### src/hdl/rotated_prism_perspective_projector_macros.svh
// Assertion macros shared by the prism projector RTL.
`ifndef ROTATED_PRISM_PERSPECTIVE_PROJECTOR_MACROS_SVH
`define ROTATED_PRISM_PERSPECTIVE_PROJECTOR_MACROS_SVH

// Property checked at every clock edge outside reset.
`define RPP_ASSERT(name, prop, msg) \
  name: assert property (@(posedge clk) disable iff (!rst_n) (prop)) else $error(msg);

// Condition in one cycle implies a condition in the next cycle.
`define RPP_ASSERT_NEXT(name, pre, post, msg) \
  name: assert property (@(posedge clk) disable iff (!rst_n) (pre) |=> (post)) else $error(msg);

`endif

### src/hdl/rpp_pkg.sv
// Shared types, constants and tables of the prism projector.
package rpp_pkg;

  localparam int FRAC_BITS  = 14;
  localparam int ANGLE_BITS = 16;

  localparam int Q30 = 30;
  localparam logic [Q30:0] Q30_ONE     = 31'h4000_0000;
  localparam logic [Q30:0] HALF_PI_Q30 = 31'd1686629713;

  localparam int POLY_STEPS  = 7;
  localparam int RECIP_SHIFT = 40;
  localparam int RECIP_W     = 38;
  localparam logic [RECIP_W-1:0] RECIP [POLY_STEPS] = '{
    RECIP_W'(((64'd1 << RECIP_SHIFT) + 64'd209) / 64'd210),
    RECIP_W'(((64'd1 << RECIP_SHIFT) + 64'd155) / 64'd156),
    RECIP_W'(((64'd1 << RECIP_SHIFT) + 64'd109) / 64'd110),
    RECIP_W'(((64'd1 << RECIP_SHIFT) + 64'd71) / 64'd72),
    RECIP_W'(((64'd1 << RECIP_SHIFT) + 64'd41) / 64'd42),
    RECIP_W'(((64'd1 << RECIP_SHIFT) + 64'd19) / 64'd20),
    RECIP_W'(((64'd1 << RECIP_SHIFT) + 64'd5) / 64'd6)
  };

  localparam int TRIG_W   = FRAC_BITS + 2;
  localparam int COORD_W  = FRAC_BITS + 12;
  localparam int NUM_W    = COORD_W + 12;
  localparam int DEN_W    = COORD_W - 1;
  localparam int QUO_BITS = 18;
  localparam int DSH_W    = DEN_W + QUO_BITS - 1;

  localparam int NPOINTS    = 24;
  localparam int FIFO_DEPTH = 32;
  localparam int FIFO_AW    = 5;
  localparam int CNT_W      = FIFO_AW + 1;

  // Corner times two plus level (1 is the top level), in output order.
  localparam logic [2:0] FACE_TAB [NPOINTS] = '{
    3'd1, 3'd3, 3'd5, 3'd7,
    3'd0, 3'd2, 3'd4, 3'd6,
    3'd3, 3'd2, 3'd4, 3'd5,
    3'd7, 3'd5, 3'd4, 3'd6,
    3'd7, 3'd6, 3'd0, 3'd1,
    3'd2, 3'd3, 3'd1, 3'd0
  };

  typedef logic signed [TRIG_W-1:0] trig_t;

  typedef enum logic [2:0] {
    REG_SCALE        = 3'd0,
    REG_OFFSET_X     = 3'd1,
    REG_OFFSET_Y     = 3'd2,
    REG_OFFSET_Z     = 3'd3,
    REG_PRISM_HEIGHT = 3'd4
  } reg_idx_t;

  typedef struct packed {
    logic       valid;
    logic [1:0] quad;
  } sctl_t;

  typedef struct packed {
    logic       valid;
    logic [2:0] face;
    logic [1:0] point;
    logic       last;
    logic       neg_x;
    logic       neg_y;
    logic       dz;
  } pmeta_t;

  typedef struct packed {
    logic [2:0]         face;
    logic [1:0]         point;
    logic signed [15:0] sx;
    logic signed [15:0] sy;
    logic               dz;
    logic               last;
  } point_t;

endpackage

### src/hdl/rpp_div_cell.sv
// One restoring division step for the x and y numerators over a shared divisor.
module rpp_div_cell
  import rpp_pkg::*;
(
  input  logic                clk,
  input  logic                rst_n,
  input  pmeta_t              meta_i,
  input  logic [NUM_W-1:0]    rem_x_i,
  input  logic [NUM_W-1:0]    rem_y_i,
  input  logic [QUO_BITS-1:0] qx_i,
  input  logic [QUO_BITS-1:0] qy_i,
  input  logic [DSH_W-1:0]    dsh_i,
  output pmeta_t              meta_o,
  output logic [NUM_W-1:0]    rem_x_o,
  output logic [NUM_W-1:0]    rem_y_o,
  output logic [QUO_BITS-1:0] qx_o,
  output logic [QUO_BITS-1:0] qy_o,
  output logic [DSH_W-1:0]    dsh_o
);

  pmeta_t              meta_r;
  logic [NUM_W-1:0]    rem_x_r;
  logic [NUM_W-1:0]    rem_y_r;
  logic [QUO_BITS-1:0] qx_r;
  logic [QUO_BITS-1:0] qy_r;
  logic [DSH_W-1:0]    dsh_r;
  logic                ge_x;
  logic                ge_y;

  assign ge_x = DSH_W'(rem_x_i) >= dsh_i;
  assign ge_y = DSH_W'(rem_y_i) >= dsh_i;

  always_ff @(posedge clk) begin
    if (!rst_n) begin
      meta_r <= '0;
    end else begin
      meta_r <= meta_i;
    end
    rem_x_r <= ge_x ? rem_x_i - NUM_W'(dsh_i) : rem_x_i;
    rem_y_r <= ge_y ? rem_y_i - NUM_W'(dsh_i) : rem_y_i;
    qx_r    <= {qx_i[QUO_BITS-2:0], ge_x};
    qy_r    <= {qy_i[QUO_BITS-2:0], ge_y};
    dsh_r   <= dsh_i >> 1;
  end

  assign meta_o  = meta_r;
  assign rem_x_o = rem_x_r;
  assign rem_y_o = rem_y_r;
  assign qx_o    = qx_r;
  assign qy_o    = qy_r;
  assign dsh_o   = dsh_r;

endmodule

### config.mk
export PLATFORM = sky130hd
export DESIGN_NAME = rpp_div_cell
export DESIGN_NICKNAME = d
export VERILOG_FILES = /design/src/hdl/rotated_prism_perspective_projector_macros.svh /design/src/hdl/rpp_pkg.sv /design/src/hdl/rpp_div_cell.sv
export SDC_FILE = /design/constraint.sdc
export NUM_CORES = 1
export LEC_CHECK = 0
export BUFFER_PORTS_ARGS = -buffer_cell sky130_fd_sc_hd__buf_2
export CAP_MARGIN = 20
export CORE_AREA = 2 2 133 135
export DETAILED_ROUTE_END_ITERATION = 6
export DIE_AREA = 0 0 135 137
export PLACE_DENSITY = 0.82
export SYNTH_ARGS = -nofsm -noshare
export SYNTH_HDL_FRONTEND = slang
export SYNTH_SLANG_ARGS = --single-unit
### constraint.sdc
create_clock -name clk -period 5.9 [get_ports clk]
set_input_delay 0.295 -clock clk [delete_from_list [all_inputs] [get_ports clk]]
set_output_delay 0.295 -clock clk [all_outputs]
set_load 0.02 [all_outputs]
==> run_results.csv, run 1 <==
group,metric,value,unit
yosys,syn_inst,893,
yosys,syn_nets,1137,
worst_hold_path,hp-class,"input pin to flip-flop",
yosys,postSynthRegisterBits,163,
layout,stdcell_count,1530,
yosys,synth_ff_type,"dfxtp_1",
worst_setup_path,critPathKind,"input pin to flip-flop",
place,io_buffers,326,
power,p_switching,1.03,mW
clock_tree,cts_setup_buffers,0,
power,switching_share,33.1,%
floorplan,die_h,137,um
sta,relSlewSlack,41.1,%
power,p_clk_share,36.0,%
route,wl,27.4,mm
place,dp.cells,1418,
route,wl_per_cell,17.9,um
global_route,grt_max_degree,31,
sta,final.min_clock_period,4.03,ns
layout,drive_above_1_share,31.4,%
sta,final.setup.tns,0,ns
clock_tree,path_clk_slew,0.07,ns
clock_tree,cts_resized,0,
layout,layout_commonest_cell,"buf_2",
yosys,syn_area_per_cell,9.55,um2
power,internal_power,2.09,mW
layout,final_util,68.7,%
global_route,grt_pass1_vias,8086,
sta,final-setup-viol-count,0,
place,gp_congestion,0.954,
global_route,grt.total_usage,28.3,%
worst_setup_path,arrival,4.35,ns
sta,fmax,0.248,GHz
sta,fin_ws,1.87,ns
layout,final_nets,1531,
floorplan,fp-row-count,48,
worst_setup_path,worst_ep_required_time,6.22,ns
sta,slew_violations,0,
power,p_seq_share,37.8,%
sta,hold_viol,0,
yosys,ys_types,70,
power,combPwrFrac,26.1,%
place,dp_hpwl,20.5,mm
clock_tree,clock_sinks,163,
clock_tree,cts_buffers,17,
route,drc,0,
floorplan,die_width,135,um
worst_setup_path,crit_fanout,30,
floorplan,core-area,17100,um2
layout,layout_common_cells,"buf_2 (326), dfxtp_1 (163), ha_1 (76)",
worst_setup_path,end_kind,"flip-flop",
yosys,synth_edf_count,0,
yosys,netlist_area,8530,um2
sta,rsz0062_at_grt,"no",
clock_tree,cts_tree,"yes",
route,drtAntennaViolNets,0,
layout,design_area,11700,um2
power,power_density,267,nW/um2
route,vias,8391,
clock_tree,htree_levels,4,
flow_run,maxCapViolations,0,
clock_tree,cts_hold_buf,75,
global_route,grt_first_pass_wirelength,40.7,mm
sta,fin_crit_sh,68.3,%
yosys,synth-async-reset-ratio,0,%
status,status,"finished, final reports clean",
floorplan,start_util,50.0,%
layout,syn2layout_area_growth,37.4,%
yosys,ys_seq_area_share,38.2,%
yosys,yosysWarnings,0,
place,dp_slack,1.85,ns
worst_setup_path,start_kind,"input pin",
floorplan,die-area,18500,um2
clock_tree,clockBufferDepth,2,
route,dr.first_iter.drc_count,402,
global_route,grt_overflow,0,
route,viasPerCell,5.48,
power,p_leak,5.62,nW
global_route,antenna_found_initial,4,
floorplan,num_io_pins,330,
route,dr.pass1.iters,5,
clock_tree,cts-root-buf,"clkbuf_16",
place,placed_cell_area,10300,um2
sta,tightest_slew,0.883,ns
power,ir_drop,211,uV
## power by group through the flow
stage / Sequential (mW) / Combinational, mW / Clock, mW
floorplan: 1.29 / 0.434 / 0
global placement: 1.20 / 0.746 / 0
detailed placement: 1.21 / 0.759 / 0
CTS: 1.18 / 0.804 / 1.15
global route: 1.19 / 0.883 / 1.19
finish: 1.18 / 0.817 / 1.13
## cell type report
| cell class | instances | area (um2) |
|---|---|---|
| Fill cell | 1268 | 5340 |
| Sequential cell | 163 | 3260 |
| Tap cell | 225 | 282 |
| Multi-Input combinational cell | 650 | 4960 |
| Timing Repair Buffer | 403 | 2400 |
| Antenna cell | 5 | 12.5 |
| Clock inverter | 15 | 189 |
| Clock buffer | 17 | 425 |
| Inverter | 52 | 195 |
## registers in the layout, indices dropped and copies added, names as in the netlist
register  flops
rem_y_o      38
dsh_o        41
meta_o       10
qy_o         18
rem_x_o      38
qx_o         18
## final timing paths
path | slack [ns] | end | startpoint | depth (start not counted)
min | 0.06 | meta_o[7] | meta_i[7] | 2
max | 1.87 | rem_x_o[25] | dsh_i[1] | 12
## metrics by stage
stage,hold slack (ns),power (mW)
after floorplan,0.323,1.73
after global placement,0.398,1.95
after detailed placement,0.399,1.96
after CTS,0.0453,3.13
after global routing,0.0480,3.26
final,0.0623,3.13
## Yosys cell counts (5+ instances only)
cell type / instances / share of area, %
and2_1: 16 / 1.2
a21oi_1: 74 / 4.3
nor2_1: 41 / 1.8
nor2b_1: 13 / 0.95
inv_1: 52 / 2.3
o21bai_1: 10 / 0.88
nand4_1: 18 / 1.3
a21o_1: 33 / 2.9
clkbuf_1: 17 / 0.75
mux2_2: 30 / 4.0
o21ai_0: 37 / 2.2
nand2b_1: 8 / 0.59
nand3_1: 17 / 1.0
xnor2_1: 46 / 4.7
dfxtp_1: 163 / 38
ha_1: 76 / 11
xor2_1: 20 / 2.1
a31oi_1: 13 / 0.95
a211o_1: 5 / 0.51
nand2_1: 46 / 2.0
buf_4: 8 / 0.70
mux2_1: 34 / 4.5
nor4_1: 7 / 0.51
a211oi_1: 6 / 0.53
o21ai_1: 7 / 0.41
and3_1: 10 / 0.73
o21a_1: 14 / 1.2
## critical path, cell delays in order
cell and delay [ns]:
dlygate4sd3_1 0.55, buf_2 0.13, inv_1 0.16, fa_1 0.29, a211oi_1 0.10, o21bai_1 0.28, nand4_1 0.19, a2111oi_2 0.44
nor2_1 0.19, o31ai_4 0.81, buf_4 0.50, mux2_2 0.38
## cells by family after synthesis
group | share of synthesized area [%]
buf+inv | 3.92
flops | 38.2
other cells | 0.0440
simple gates | 11.3
fa+ha+maj | 11.6
xor+xnor | 6.78
compound gates | 19.3
mux | 8.86
## metal layers
layer	vias to the layer above	track usage [%]	routed length [um]
met5	-	0	0
met4	0	13.4	1090
met3	71	5.93	1990
met2	371	51.6	13800
met1	3928	31.5	10500
li1	4021	-	-
No activity file was read; power rests on OpenSTA's default activity.
==> run 2: changes to the inputs <==
Settings changed: CORE_AREA 2 2 133 135 to 2 2 141 143, DIE_AREA 0 0 135 137 to 0 0 143 145, PLACE_DENSITY 0.82 to 0.77.
Clock period 5.9 ns to 3.25 ns, I/O delays scaled along.
==> run 2 against run 1 <==
Against the previous run: worst hold slack worse by 0.037 ns; final cell count increased by 8.4%; clock power up 88%; total power rose by 88%; routed wire length grew 8.0%; first-iteration DRC count decreased by 2.5%; die area grew 12%; largest cell class unchanged.
==> run_results.csv, run 2 (same netlist as run 1, synthesis figures left out) <==
group,metric,value,unit
floorplan,die_h,145,um
clock_tree,cts-root-buf,"clkbuf_16",
route,dr.pass1.iters,5,
clock_tree,cts_tree,"yes",
place,dp_hpwl,20.7,mm
worst_setup_path,critPathKind,"input pin to flip-flop",
worst_setup_path,arrival,3.45,ns
layout,drive_above_1_share,31.0,%
global_route,antenna_found_initial,1,
clock_tree,clockBufferDepth,2,
global_route,grt.total_usage,27.4,%
power,p_seq_share,36.5,%
worst_hold_path,hp-start,"rem_x_i[7]",
place,gp_congestion,0.906,
clock_tree,htree_levels,4,
global_route,grt_max_degree,35,
global_route,grt_overflow,0,
floorplan,num_io_pins,330,
worst_setup_path,crit_fanout,5,
sta,rsz0062_at_grt,"no",
layout,syn2layout_area_growth,49.9,%
global_route,grt_first_pass_wirelength,44.6,mm
layout,final_nets,1623,
route,wl_met3,1.89,mm
status,status,"finished, final reports clean",
power,switching_share,32.7,%
sta,slew_violations,0,
layout,seqCellArea,3260,um2
route,wl,29.7,mm
power,p_clk_share,36.2,%
sta,tightest_slew,0.789,ns
sta,fin_crit_sh,96.2,%
power,ir_drop,359,uV
power,p_leak,6.06,nW
route,wl_per_cell,17.9,um
worst_setup_path,start_kind,"input pin",
worst_setup_path,worst_ep_required_time,3.58,ns
route,top_layer_used,"met4",
route,drtAntennaViolNets,0,
layout,nFillCells,1526,
layout,final_util,66.6,%
route,wl_met2,15.3,mm
worst_setup_path,end_kind,"flip-flop",
clock_tree,clock_sinks,163,
power,internal_power,3.96,mW
route,drc,0,
layout,multi_input_area,5000,um2
layout,layout_commonest_cell,"buf_2",
layout,design_area,12800,um2
route,viasPerCell,5.23,
worst_hold_path,hp-class,"input pin to flip-flop",
layout,largest_reg_flops,41,
sta,final-setup-viol-count,0,
worst_hold_path,min_to,"rem_x_o[7]",
clock_tree,path_clk_slew,0.08,ns
global_route,grt_pass1_vias,8794,
sta,hold_viol,0,
floorplan,die-area,20700,um2
place,io_buffers,326,
floorplan,fp-row-count,51,
power,totalPowerFinal,5.88,mW
sta,final.setup.tns,0,ns
clock_tree,cts_buffers,17,
power,combPwrFrac,27.3,%
sta,relSlewSlack,46.9,%
flow_run,maxCapViolations,0,
sta,fmax,0.320,GHz
power,power_density,460,nW/um2
worst_hold_path,holdPathStages,3,
route,wl_met1,11.5,mm
floorplan,start_util,44.4,%
place,placed_cell_area,10500,um2
layout,layout_common_cells,"buf_2 (326), dfxtp_1 (163), dlygate4sd3_1 (152)",
route,dr.first_iter.drc_count,392,
sta,final.min_clock_period,3.13,ns
floorplan,core-area,19200,um2
power,p_switching,1.92,mW
floorplan,die_width,143,um
route,vias,8677,
run 2: cell types whose count changed in the layout (fill, tap and decap cells not counted), sizes merged:
| cell | before | now |
|---|---|---|
| buf | 328 | 341 |
| bufinv | 0 | 1 |
| clkbuf | 17 | 19 |
| clkinv | 8 | 6 |
| diode | 5 | 1 |
| dlygate4sd3 | 75 | 152 |
| inv | 59 | 60 |
run 2: power by group through the flow:
stage	logic (mW)	registers [mW]	clock network [mW]
4_1_cts	1.56	2.14	2.17
6_report	1.61	2.15	2.13
2_1_floorplan	0.787	2.35	0
3_3_place_gp	1.38	2.19	0
5_1_grt	1.74	2.16	2.25
3_5_place_dp	1.40	2.19	0
run 2: worst max-delay path by stage:
| stage | startpoint | endpoint | slack, ns | cells past startpoint |
|---|---|---|---|---|
| finish | dsh_i[7] | rem_x_o[35] | 0.12 | 13 |
| detailed placement | dsh_i[6] | rem_x_o[37] | 0.06 | 11 |
| global route | rem_x_i[0] | rem_x_o[37] | 0.001 | 17 |
| floorplan | rem_y_i[0] | rem_y_o[22] | 0.53 | 13 |
| global placement | rem_y_i[0] | rem_y_o[22] | 0.12 | 14 |
| CTS | rem_x_i[0] | rem_x_o[15] | 0.04 | 14 |
run 2: cell type report:
type                       instances  area share (%)
multi-input combinational        650            39.1
timing repair buffer             495            26.3
sequential                       163            25.5
clock buffer                      17            3.33
tap                              265            2.59
clock inverter                    15            1.64
inverter                          52            1.53
antenna                            1          0.0196
run 2: what timing repair did:
item | in CTS | in global routing
endpoints found under the setup margin | 0 | 35
setup buffers | 0 | 3
hold buffers | 151 | 1
gates resized for setup | 0 | 12
endpoints found under the hold margin | 151 | 1
run 2: metal layers:
metal | global-route usage, % | vias to the layer above
li1 | - | 4194
met1 | 30.3 | 4041
met2 | 50.5 | 372
met3 | 6.34 | 70
met4 | 9.55 | 0
met5 | 0 | -
run 2: worst max-delay path: stages:
cell	delay [ns]
dlygate4sd3_1	0.53
buf_2	0.12
inv_1	0.09
ha_1	0.40
and3_4	0.26
nand4_1	0.16
nor2_1	0.16
a221oi_2	0.10
a21o_1	0.23
o41a_1	0.50
o31ai_1	0.34
xor2_1	0.12
mux2_2	0.27
run 2: through the flow:
step                setup slack (ns)  hold WS, ns  std cells
floorplan                      0.535        0.190        893
global placement               0.123        0.265       1468
detailed placement            0.0579        0.266       1468
CTS                           0.0380     0.000233       1651
global route                 0.00126       0.0157       1658
finish                         0.123       0.0249       1658
